**src/design/adtsd_pkg.sv**
```systemverilog
// ----------------------------------------------------------------------------
// adtsd_pkg
// Shared types and constants of the ADTS frame deframer: result kinds, error
// codes, the command queue entry and the sampling rate table.
// ----------------------------------------------------------------------------
package adtsd_pkg;

   localparam int QUEUE_DEPTH = 4;
   localparam int QPTR_W      = $clog2(QUEUE_DEPTH);
   localparam int QCNT_W      = $clog2(QUEUE_DEPTH + 1);

   localparam logic [31:0] CONST_MASK = 32'hfffe_fdc0;
   localparam logic [11:0] SYNC_WORD  = 12'hfff;
   localparam logic [3:0]  SFI_COUNT  = 4'd13;

   localparam logic [2:0] KIND_PAYLOAD = 3'd0;
   localparam logic [2:0] KIND_EMPTY   = 3'd1;
   localparam logic [2:0] KIND_INFO    = 3'd2;
   localparam logic [2:0] KIND_ERROR   = 3'd3;
   localparam logic [2:0] KIND_DONE    = 3'd4;

   localparam logic [2:0] ERR_SYNC    = 3'd0;
   localparam logic [2:0] ERR_LAYER   = 3'd1;
   localparam logic [2:0] ERR_FREQ    = 3'd2;
   localparam logic [2:0] ERR_CHAN    = 3'd3;
   localparam logic [2:0] ERR_SHORT   = 3'd4;
   localparam logic [2:0] ERR_RAW     = 3'd5;
   localparam logic [2:0] ERR_LOST    = 3'd6;

   typedef enum logic [2:0] {
      CMD_PAYLOAD    = 3'd0,
      CMD_EMPTY      = 3'd1,
      CMD_INFO       = 3'd2,
      CMD_INFO_EMPTY = 3'd3,
      CMD_ERROR      = 3'd4,
      CMD_DONE       = 3'd5
   } cmd_type;

   typedef struct packed {
      cmd_type    cmd;
      logic [7:0] data;
      logic       last;
      logic [2:0] err;
      logic [1:0] profile;
      logic [3:0] sfi;
      logic [2:0] chan;
   } entry_type;

   function automatic logic [16:0] rate_hz(input logic [3:0] sfi);
      logic [16:0] r;
      unique case (sfi)
         4'd0:    r = 17'd96000;
         4'd1:    r = 17'd88200;
         4'd2:    r = 17'd64000;
         4'd3:    r = 17'd48000;
         4'd4:    r = 17'd44100;
         4'd5:    r = 17'd32000;
         4'd6:    r = 17'd24000;
         4'd7:    r = 17'd22050;
         4'd8:    r = 17'd16000;
         4'd9:    r = 17'd12000;
         4'd10:   r = 17'd11025;
         4'd11:   r = 17'd8000;
         4'd12:   r = 17'd7350;
         default: r = 17'd0;
      endcase
      return r;
   endfunction

endpackage

```
**src/design/adtsd_front.sv**
```systemverilog
// ----------------------------------------------------------------------------
// adtsd_front
// Byte parser: gathers and checks headers, skips CRC, counts body bytes and
// pushes at most one command per request into the queue.
// ----------------------------------------------------------------------------
module adtsd_front (
   input  logic                clock,
   input  logic                reset,
   input  logic                req_push,
   output logic                req_full,
   input  logic                req_kind,
   input  logic [7:0]          req_data_byte,
   input  logic                q_full,
   output logic                q_push,
   output adtsd_pkg::entry_type q_entry
);
   import adtsd_pkg::*;

   typedef enum logic [4:0] {
      PH_HDR  = 5'b00001,
      PH_CRC  = 5'b00010,
      PH_DATA = 5'b00100,
      PH_ERR  = 5'b01000,
      PH_DONE = 5'b10000
   } phase_type;

   phase_type   phase_ff, phase_in;
   logic [2:0]  hcnt_ff, hcnt_in;
   logic        ccnt_ff, ccnt_in;
   logic [12:0] bcnt_ff, bcnt_in;
   logic [47:0] hbuf_ff, hbuf_in;
   logic [31:0] fhdr_ff, fhdr_in;
   logic        fseen_ff, fseen_in;
   logic [2:0]  err_ff, err_in;

   logic        accept;
   logic [55:0] hw;
   logic        crc;
   logic [12:0] flen;
   logic [12:0] hlen;
   logic [12:0] body;
   logic        hbad;
   logic [2:0]  hcode;

   assign req_full = q_full;
   assign accept   = req_push && !q_full;
   assign hw       = {hbuf_ff, req_data_byte};
   assign crc      = !hw[40];
   assign flen     = hw[25:13];
   assign hlen     = crc ? 13'd9 : 13'd7;
   assign body     = flen - hlen;

   always_comb begin
      hbad  = 1'b1;
      hcode = ERR_SYNC;
      priority if (hw[55:44] != SYNC_WORD) begin
         hcode = ERR_SYNC;
      end else if (hw[42:41] != 2'd0) begin
         hcode = ERR_LAYER;
      end else if (hw[37:34] >= SFI_COUNT) begin
         hcode = ERR_FREQ;
      end else if (hw[32:30] == 3'd0) begin
         hcode = ERR_CHAN;
      end else if (flen < hlen) begin
         hcode = ERR_SHORT;
      end else if (hw[1:0] != 2'd0) begin
         hcode = ERR_RAW;
      end else if (fseen_ff && ((hw[55:24] & CONST_MASK) != (fhdr_ff & CONST_MASK))) begin
         hcode = ERR_LOST;
      end else begin
         hbad = 1'b0;
      end
   end

   always_comb begin
      phase_in = phase_ff;
      hcnt_in  = hcnt_ff;
      ccnt_in  = ccnt_ff;
      bcnt_in  = bcnt_ff;
      hbuf_in  = hbuf_ff;
      fhdr_in  = fhdr_ff;
      fseen_in = fseen_ff;
      err_in   = err_ff;
      q_push   = 1'b0;
      q_entry         = '0;
      q_entry.cmd     = CMD_DONE;
      q_entry.profile = hw[39:38];
      q_entry.sfi     = hw[37:34];
      q_entry.chan    = hw[32:30];
      if (accept) begin
         if (phase_ff == PH_ERR) begin
            q_push      = 1'b1;
            q_entry.cmd = CMD_ERROR;
            q_entry.err = err_ff;
         end else if (phase_ff == PH_DONE || req_kind) begin
            q_push      = 1'b1;
            q_entry.cmd = CMD_DONE;
            phase_in    = PH_DONE;
         end else begin
            unique case (phase_ff)
               PH_HDR: begin
                  hbuf_in = {hbuf_ff[39:0], req_data_byte};
                  if (hcnt_ff != 3'd6) begin
                     hcnt_in = hcnt_ff + 3'd1;
                  end else begin
                     hcnt_in = 3'd0;
                     if (hbad) begin
                        q_push      = 1'b1;
                        q_entry.cmd = CMD_ERROR;
                        q_entry.err = hcode;
                        err_in      = hcode;
                        phase_in    = PH_ERR;
                     end else begin
                        bcnt_in = body;
                        if (!fseen_ff) begin
                           fseen_in    = 1'b1;
                           fhdr_in     = hw[55:24];
                           q_push      = 1'b1;
                           q_entry.cmd = CMD_INFO;
                        end
                        if (crc) begin
                           phase_in = PH_CRC;
                           ccnt_in  = 1'b0;
                        end else if (body == 13'd0) begin
                           q_push      = 1'b1;
                           q_entry.cmd = fseen_ff ? CMD_EMPTY : CMD_INFO_EMPTY;
                           q_entry.last = 1'b1;
                        end else begin
                           phase_in = PH_DATA;
                        end
                     end
                  end
               end
               PH_CRC: begin
                  if (!ccnt_ff) begin
                     ccnt_in = 1'b1;
                  end else if (bcnt_ff == 13'd0) begin
                     q_push       = 1'b1;
                     q_entry.cmd  = CMD_EMPTY;
                     q_entry.last = 1'b1;
                     phase_in     = PH_HDR;
                  end else begin
                     phase_in = PH_DATA;
                  end
               end
               PH_DATA: begin
                  q_push       = 1'b1;
                  q_entry.cmd  = CMD_PAYLOAD;
                  q_entry.data = req_data_byte;
                  if (bcnt_ff <= 13'd1) begin
                     q_entry.last = 1'b1;
                     phase_in     = PH_HDR;
                  end else begin
                     bcnt_in = bcnt_ff - 13'd1;
                  end
               end
               default: begin
                  phase_in = phase_ff;
               end
            endcase
         end
      end
   end

   always_ff @(posedge clock) begin
      if (reset) begin
         phase_ff <= PH_HDR;
         hcnt_ff  <= 3'd0;
         ccnt_ff  <= 1'b0;
         bcnt_ff  <= 13'd0;
         fseen_ff <= 1'b0;
         err_ff   <= ERR_SYNC;
      end else begin
         phase_ff <= phase_in;
         hcnt_ff  <= hcnt_in;
         ccnt_ff  <= ccnt_in;
         bcnt_ff  <= bcnt_in;
         fseen_ff <= fseen_in;
         err_ff   <= err_in;
      end
   end

   always_ff @(posedge clock) begin
      hbuf_ff <= hbuf_in;
      fhdr_ff <= fhdr_in;
   end

`ifndef ASSERT_OFF
   // errors and end of stream are terminal until reset
   a_err_sticky: assert property (@(posedge clock) disable iff (reset)
      phase_ff == PH_ERR |=> phase_ff == PH_ERR)
      else $error("error phase left");
   a_data_count: assert property (@(posedge clock) disable iff (reset)
      phase_ff == PH_DATA |-> bcnt_ff != 13'd0)
      else $error("body phase with zero count");
`endif

endmodule

```
**src/design/adtsd_queue.sv**
```systemverilog
// ----------------------------------------------------------------------------
// adtsd_queue
// Short command queue between the parser and the result stage.
// ----------------------------------------------------------------------------
module adtsd_queue (
   input  logic                 clock,
   input  logic                 reset,
   input  logic                 push,
   input  adtsd_pkg::entry_type wr_entry,
   output logic                 full,
   input  logic                 pop,
   output adtsd_pkg::entry_type rd_entry,
   output logic                 empty
);
   import adtsd_pkg::*;

   entry_type         mem_ff [QUEUE_DEPTH];
   logic [QPTR_W-1:0] wptr_ff, wptr_in;
   logic [QPTR_W-1:0] rptr_ff, rptr_in;
   logic [QCNT_W-1:0] cnt_ff, cnt_in;
   logic              do_push;
   logic              do_pop;

   assign full     = cnt_ff == QCNT_W'(QUEUE_DEPTH);
   assign empty    = cnt_ff == '0;
   assign do_push  = push && !full;
   assign do_pop   = pop && !empty;
   assign rd_entry = mem_ff[rptr_ff];

   always_comb begin
      wptr_in = do_push ? QPTR_W'(wptr_ff + 1'b1) : wptr_ff;
      rptr_in = do_pop ? QPTR_W'(rptr_ff + 1'b1) : rptr_ff;
      cnt_in  = cnt_ff;
      if (do_push && !do_pop) begin
         cnt_in = cnt_ff + 1'b1;
      end else if (do_pop && !do_push) begin
         cnt_in = cnt_ff - 1'b1;
      end
   end

   always_ff @(posedge clock) begin
      if (reset) begin
         wptr_ff <= '0;
         rptr_ff <= '0;
         cnt_ff  <= '0;
      end else begin
         wptr_ff <= wptr_in;
         rptr_ff <= rptr_in;
         cnt_ff  <= cnt_in;
      end
   end

   always_ff @(posedge clock) begin
      if (do_push) begin
         mem_ff[wptr_ff] <= wr_entry;
      end
   end

endmodule

```
**src/design/adtsd_back.sv**
```systemverilog
// ----------------------------------------------------------------------------
// adtsd_back
// Result stage: expands queued commands into result items, keeps the sample
// total and the stream info, and holds the result register.
// ----------------------------------------------------------------------------
module adtsd_back #(
   parameter int unsigned SAMPLES_PER_FRAME = 1024
) (
   input  logic                 clock,
   input  logic                 reset,
   input  adtsd_pkg::entry_type q_entry,
   input  logic                 q_empty,
   output logic                 q_pop,
   output logic                 rsp_empty,
   input  logic                 rsp_pop,
   output logic [2:0]           rsp_out_kind,
   output logic [7:0]           rsp_payload_byte,
   output logic                 rsp_frame_last,
   output logic [47:0]          rsp_sample_total,
   output logic [2:0]           rsp_codec,
   output logic [2:0]           rsp_channels,
   output logic [16:0]          rsp_rate_hz,
   output logic [15:0]          rsp_asc_config,
   output logic [2:0]           rsp_error_code
);
   import adtsd_pkg::*;

   localparam logic [48:0] FRAME_ADD = 49'(SAMPLES_PER_FRAME);

   logic        valid_ff, valid_in;
   logic        half_ff, half_in;
   logic [47:0] samp_ff, samp_in;
   logic        iv_ff, iv_in;
   logic [1:0]  prof_ff, prof_in;
   logic [3:0]  sfi_ff, sfi_in;
   logic [2:0]  chan_ff, chan_in;

   logic [2:0]  kind_ff, kind_in;
   logic [7:0]  byte_ff, byte_in;
   logic        last_ff, last_in;
   logic [47:0] tot_ff, tot_in;
   logic [2:0]  codec_ff, codec_in;
   logic [2:0]  chs_ff, chs_in;
   logic [16:0] rate_ff, rate_in;
   logic [15:0] asc_ff, asc_in;
   logic [2:0]  errc_ff, errc_in;

   logic        load;
   logic [48:0] sum;
   logic [47:0] sat;
   logic [2:0]  aot;

   assign load = !q_empty && (!valid_ff || rsp_pop);
   assign sum  = {1'b0, samp_ff} + FRAME_ADD;
   assign sat  = sum[48] ? '1 : sum[47:0];
   assign q_pop = load && !(q_entry.cmd == CMD_INFO_EMPTY && !half_ff);

   always_comb begin
      valid_in = valid_ff;
      half_in  = half_ff;
      samp_in  = samp_ff;
      iv_in    = iv_ff;
      prof_in  = prof_ff;
      sfi_in   = sfi_ff;
      chan_in  = chan_ff;
      kind_in  = kind_ff;
      byte_in  = byte_ff;
      last_in  = last_ff;
      tot_in   = tot_ff;
      errc_in  = errc_ff;
      if (rsp_pop && valid_ff) begin
         valid_in = 1'b0;
      end
      if (load) begin
         valid_in = 1'b1;
         byte_in  = 8'd0;
         last_in  = 1'b0;
         tot_in   = samp_ff;
         errc_in  = ERR_SYNC;
         half_in  = 1'b0;
         unique case (q_entry.cmd)
            CMD_PAYLOAD: begin
               kind_in = KIND_PAYLOAD;
               byte_in = q_entry.data;
               last_in = q_entry.last;
               tot_in  = sat;
               if (q_entry.last) begin
                  samp_in = sat;
               end
            end
            CMD_EMPTY: begin
               kind_in = KIND_EMPTY;
               last_in = 1'b1;
               tot_in  = sat;
               samp_in = sat;
            end
            CMD_INFO, CMD_INFO_EMPTY: begin
               if (q_entry.cmd == CMD_INFO_EMPTY && half_ff) begin
                  kind_in = KIND_EMPTY;
                  last_in = 1'b1;
                  tot_in  = sat;
                  samp_in = sat;
               end else begin
                  kind_in = KIND_INFO;
                  half_in = q_entry.cmd == CMD_INFO_EMPTY;
                  iv_in   = 1'b1;
                  prof_in = q_entry.profile;
                  sfi_in  = q_entry.sfi;
                  chan_in = q_entry.chan;
               end
            end
            CMD_ERROR: begin
               kind_in = KIND_ERROR;
               errc_in = q_entry.err;
            end
            CMD_DONE: begin
               kind_in = KIND_DONE;
            end
            default: begin
               kind_in = KIND_DONE;
            end
         endcase
      end
   end

   // stream info fields follow whatever info register holds after this load
   always_comb begin
      aot      = 3'({1'b0, prof_in} + 3'd1);
      codec_in = 3'd0;
      chs_in   = 3'd0;
      rate_in  = 17'd0;
      asc_in   = 16'd0;
      if (iv_in) begin
         codec_in = aot;
         chs_in   = chan_in;
         rate_in  = rate_hz(sfi_in);
         asc_in   = {2'b00, aot, sfi_in, 1'b0, chan_in, 3'd0};
      end
      if (!load) begin
         codec_in = codec_ff;
         chs_in   = chs_ff;
         rate_in  = rate_ff;
         asc_in   = asc_ff;
      end
   end

   always_ff @(posedge clock) begin
      if (reset) begin
         valid_ff <= 1'b0;
         half_ff  <= 1'b0;
         samp_ff  <= '0;
         iv_ff    <= 1'b0;
      end else begin
         valid_ff <= valid_in;
         half_ff  <= half_in;
         samp_ff  <= samp_in;
         iv_ff    <= iv_in;
      end
   end

   always_ff @(posedge clock) begin
      prof_ff  <= prof_in;
      sfi_ff   <= sfi_in;
      chan_ff  <= chan_in;
      kind_ff  <= kind_in;
      byte_ff  <= byte_in;
      last_ff  <= last_in;
      tot_ff   <= tot_in;
      codec_ff <= codec_in;
      chs_ff   <= chs_in;
      rate_ff  <= rate_in;
      asc_ff   <= asc_in;
      errc_ff  <= errc_in;
   end

   assign rsp_empty        = !valid_ff;
   assign rsp_out_kind     = kind_ff;
   assign rsp_payload_byte = byte_ff;
   assign rsp_frame_last   = last_ff;
   assign rsp_sample_total = tot_ff;
   assign rsp_codec        = codec_ff;
   assign rsp_channels     = chs_ff;
   assign rsp_rate_hz      = rate_ff;
   assign rsp_asc_config   = asc_ff;
   assign rsp_error_code   = errc_ff;

`ifndef ASSERT_OFF
   a_half_head: assert property (@(posedge clock) disable iff (reset)
      half_ff |-> !q_empty && q_entry.cmd == CMD_INFO_EMPTY)
      else $error("split info request lost its queue entry");
   a_samp_mono: assert property (@(posedge clock) disable iff (reset)
      1'b1 |=> samp_ff >= $past(samp_ff))
      else $error("sample total went backward");
`endif

endmodule

```
**src/design/adts_frame_deframer.sv**
```systemverilog
// ----------------------------------------------------------------------------
// adts_frame_deframer
// ADTS byte stream deframer: checks frame headers, strips header and CRC and
// returns body bytes plus stream info, empty-frame, error and done results.
// ----------------------------------------------------------------------------
// Usage:
//   Request side is a queue write port: drive req_kind/req_data_byte and
//   raise req_push; the request is taken at a clock edge where req_full is
//   low. req_kind 1 marks end of stream.
//   Result side is a queue read port: while rsp_empty is low the oldest
//   result is on the rsp_ ports; raise rsp_pop to take it.
//   A taken request's command goes into the command queue; its first result
//   shows once the result register loads it. Throughput: one request and one
//   result per cycle while rsp_pop keeps up. The first valid header of a
//   frame without CRC and empty body gives two results; the four-entry
//   command queue between the parser and the result register absorbs this.
//   When rsp_pop stays low the result register holds, the command queue
//   fills, and req_full rises once it has four entries.
//   Reset clears the parser, the queue, the sample total and the stream
//   info; the block takes requests in the first cycle after reset.
// ----------------------------------------------------------------------------
module adts_frame_deframer #(
   parameter int unsigned SAMPLES_PER_FRAME = 1024
) (
   input  logic        clock,
   input  logic        reset,
   input  logic        req_push,
   output logic        req_full,
   input  logic        req_kind,
   input  logic [7:0]  req_data_byte,
   output logic        rsp_empty,
   input  logic        rsp_pop,
   output logic [2:0]  rsp_out_kind,
   output logic [7:0]  rsp_payload_byte,
   output logic        rsp_frame_last,
   output logic [47:0] rsp_sample_total,
   output logic [2:0]  rsp_codec,
   output logic [2:0]  rsp_channels,
   output logic [16:0] rsp_rate_hz,
   output logic [15:0] rsp_asc_config,
   output logic [2:0]  rsp_error_code
);
   import adtsd_pkg::*;

   entry_type wr_entry;
   entry_type rd_entry;
   logic      q_push;
   logic      q_full;
   logic      q_pop;
   logic      q_empty;

   adtsd_front u_front (
      .clock         (clock),
      .reset         (reset),
      .req_push      (req_push),
      .req_full      (req_full),
      .req_kind      (req_kind),
      .req_data_byte (req_data_byte),
      .q_full        (q_full),
      .q_push        (q_push),
      .q_entry       (wr_entry)
   );

   adtsd_queue u_queue (
      .clock    (clock),
      .reset    (reset),
      .push     (q_push),
      .wr_entry (wr_entry),
      .full     (q_full),
      .pop      (q_pop),
      .rd_entry (rd_entry),
      .empty    (q_empty)
   );

   adtsd_back #(
      .SAMPLES_PER_FRAME (SAMPLES_PER_FRAME)
   ) u_back (
      .clock            (clock),
      .reset            (reset),
      .q_entry          (rd_entry),
      .q_empty          (q_empty),
      .q_pop            (q_pop),
      .rsp_empty        (rsp_empty),
      .rsp_pop          (rsp_pop),
      .rsp_out_kind     (rsp_out_kind),
      .rsp_payload_byte (rsp_payload_byte),
      .rsp_frame_last   (rsp_frame_last),
      .rsp_sample_total (rsp_sample_total),
      .rsp_codec        (rsp_codec),
      .rsp_channels     (rsp_channels),
      .rsp_rate_hz      (rsp_rate_hz),
      .rsp_asc_config   (rsp_asc_config),
      .rsp_error_code   (rsp_error_code)
   );

endmodule

```
**config.mk**
```make
export PLATFORM = sky130hd
export DESIGN_NAME = adts_frame_deframer
export DESIGN_NICKNAME = d
export VERILOG_FILES = /design/src/design/adtsd_pkg.sv /design/src/design/adtsd_front.sv /design/src/design/adtsd_queue.sv /design/src/design/adtsd_back.sv /design/src/design/adts_frame_deframer.sv
export SDC_FILE = /design/constraint.sdc
export NUM_CORES = 1
export LEC_CHECK = 0
export ABC_CLOCK_PERIOD_IN_PS = 5550
export BUFFER_PORTS_ARGS = -buffer_cell sky130_fd_sc_hd__clkbuf_2
export CORE_ASPECT_RATIO = 1.25
export CORE_MARGIN = 4
export CORE_UTILIZATION = 54
export DETAILED_ROUTE_END_ITERATION = 16
export GPL_TIMING_DRIVEN = 0
export PLACE_DENSITY = 0.74
export SYNTH_ARGS = -nofsm -noshare
export SYNTH_HDL_FRONTEND = slang
export SYNTH_SLANG_ARGS = --single-unit
```
**constraint.sdc**
```tcl
create_clock -name clock -period 5.55 [get_ports clock]
set_input_delay 0.2775 -clock clock [delete_from_list [all_inputs] [get_ports clock]]
set_output_delay 0.2775 -clock clock [all_outputs]
set_load 0.01 [all_outputs]
```
==> impl_metrics.json <==
{
  "run_status": "finished, final reports clean",
  "antenna_left": 0,
  "antenna_found_initial": 0,
  "cts_setup_buffers": 0,
  "crit_buf_inv": 1,
  "die_x_um": 160,
  "yosysTopAreaCell": "edfxtp_1",
  "p_leak_nw": 6.50,
  "cts_max_level": 2,
  "cts_max_path_buffers": 3,
  "reg2reg_slack_ns": 1.48,
  "drive_gt1_share_pct": 16.5,
  "numCtsBuffers": 35,
  "yosys_register_bits": 353,
  "skew_ns": 0.0213,
  "grt_setup_unrepaired": "false",
  "path_cells": "inv_1, ha_1, nor2b_1, o21ai_0, o32ai_1, a211o_1, a41oi_1, o21ai_2, and2_1",
  "holdWs_ns": 0.0489,
  "diodes": 0,
  "die_height_um": 198,
  "place_area_sq_mm": 0.0168,
  "dp_slack_ns": 1.50,
  "max_slew_margin_pct": 9.74,
  "yosysWarnings": 0,
  "gp_congestion": 0.909,
  "grt_pass1_vias": 10800,
  "r2r_start": "u_front.hbuf_ff[32]",
  "period_share_pct": 73.3,
  "tns_ns": 0,
  "crit_start": "u_front.hbuf_ff[32]",
  "fin_area_sq_mm": 0.0180,
  "final_common_cell": "edfxtp_1",
  "synth_top_cell_area_share_pct": 49.4,
  "num_io_pins": 117,
  "initial_core_util_pct": 55.0,
  "cts-root-buf": "clkbuf_16",
  "synth_area_leaders": "edfxtp_1 49%, dfxtp_1 12%, mux4_2 3.4%",
  "hp-start": "rsp_pop",
  "area_growth_pct": 14.8,
  "critical_path_class": "reg -> reg",
  "fp.dieArea_sq_mm": 0.0318,
  "cts_tree": "built",
  "synth.cell_area_sq_mm": 0.0157,
  "cpPeakStageDelay_ns": 1.07,
  "clkLatencyLatePin_ns": 0.54,
  "avgSynthCellArea_sq_um": 11.8,
  "clk_pin_slew_ns": 0.06,
  "setup_viol": 0,
  "p_per_area_mw_per_mm2": 461,
  "crit_path_top_delay_cell": "and2_1",
  "layout.nets": 1519,
  "hold_buffers": 8,
  "cts.sinks": 353,
  "dr.first_iter.drc_count": 810,
  "worst_pin_slew_ns": 1.34,
  "track_usage_pct": 22.7,
  "fin_ws_ns": 1.48,
  "drtPass1Iterations": 5,
  "overflow": 0,
  "dp_hpwl_um": 25600,
  "grt_pass1_wl_um": 58000,
  "hold_viol": 0,
  "hp-class": "in -> reg",
  "cts_resized": 0,
  "critPathRequiredTime_ns": 5.68,
  "crit_fanout": 24,
  "drt_wl_total_um": 36500,
  "synth-main-ff-cell": "edfxtp_1",
  "core_sq_mm": 0.0285,
  "crit_arrival_ns": 4.20,
  "synth_edf_count": 258,
  "vdd_drop_max_mv": 0.315,
  "start_kind": "flop",
  "layout_min_cycle_time_ns": 4.07,
  "vias_per_cell": 6.02,
  "timing.final.max_slew_violations": 0,
  "crit_family": "simple AND/OR/NAND/NOR gates",
  "rows": 69,
  "fmax_ghz": 0.246,
  "num_vias": 11200,
  "syn_inst": 1323,
  "fin_util_pct": 63.1,
  "drc": 0,
  "grt_max_degree": 55,
  "wl_per_cell_um": 19.5,
  "cp-end-kind": "flop",
  "numPortBuffers": 109,
  "final_cell_mix": "258 x edfxtp_1, 131 x nor2_1, 117 x nand2_1, 109 x clkbuf_2, 95 x dfxtp_1",
  "synthArstFlopShare_pct": 0,
  "yosysSeqAreaShare_pct": 61.6,
  "cap_violations": 0,
  "ys_types": 80
}
power by group:
part,internal (W),leakage (nW),total [W],switching (W)
Sequential,0.00347,3.22,0.00369,0.000226
Clock,0.00138,0.557,0.00237,0.000992
Combinational,0.000782,2.72,0.00222,0.00144
synthesized netlist by cell type (all sizes together) (20+ instances only):
library cell,n
a21oi,91
and2,26
and3,34
buf,28
clkbuf,49
dfxtp,95
edfxtp,258
inv,25
mux4,24
nand2,118
nand3,38
nand4,21
nor2,133
nor3,21
o21ai,72
o22ai,20
xor2,33
state kept, by name, summed over array words and instances (netlist names), 8 cells and up, named ones only:
name                     flops
u_back.rsp_payload_byte      8
u_back.rsp_sample_total     48
u_queue.mem_ff              96
u_back.samp_ff              48
u_front.bcnt_ff             13
u_front.hbuf_ff             48
u_back.rsp_rate_hz          17
u_front.fhdr_ff             24
worst min-delay path, delay by kind of cell:
kind	cells	cell delay, ns
AO/OA/AOI/OAI	1	0.05
buffers and inverters	2	0.13
AND/OR/NAND/NOR	1	0.06
logic make-up (layout without fill, tap and decap cells):
| kind of cell | count (synthesis) | after routing | share of synthesized area [%] |
|---|---|---|---|
| AO/OA/AOI/OAI | 276 | 276 | 11.0 |
| AND/OR/NAND/NOR | 483 | 483 | 15.4 |
| other | 1 | 6 | 0.0239 |
| flip-flops | 353 | 353 | 61.6 |
| adder cells (fa/ha/maj) | 21 | 21 | 1.77 |
| XOR/XNOR | 38 | 38 | 2.12 |
| multiplexers | 49 | 49 | 5.12 |
| buffers and inverters | 102 | 285 | 2.94 |
layer usage:
layer	vias to the layer above	routed length (um)	track usage, %
met1	5403	14400	28.2
li1	5290	-	-
met5	-	0	0
met3	86	2330	3.48
met2	446	18400	40.4
met4	0	1280	8.80
through the flow:
stage,instances,total power [W]
after floorplan,1328,0.00514
after global placement,1792,0.00591
after detailed placement,1795,0.00597
after CTS,1866,0.00835
after global routing,1866,0.00870
final,1866,0.00829
final timing paths:
path,cells past startpoint,endpoint
max,9,u_queue.mem_ff[2][15]
min,4,u_back.valid_ff
max reg2reg,9,u_queue.mem_ff[2][15]
min reg2reg,0,u_front.hbuf_ff[33]
final cells by class:
| cell class | count | area (sq um) |
|---|---|---|
| fill | 2209 | 10500 |
| inverter | 25 | 96.3 |
| sequential | 353 | 9650 |
| timing repair buffer | 120 | 688 |
| multi-input combinational | 873 | 5590 |
| buffer | 77 | 367 |
| clock buffer | 43 | 926 |
| clock inverter | 20 | 224 |
| tap | 355 | 444 |
(Power assumes the default switching activity.)
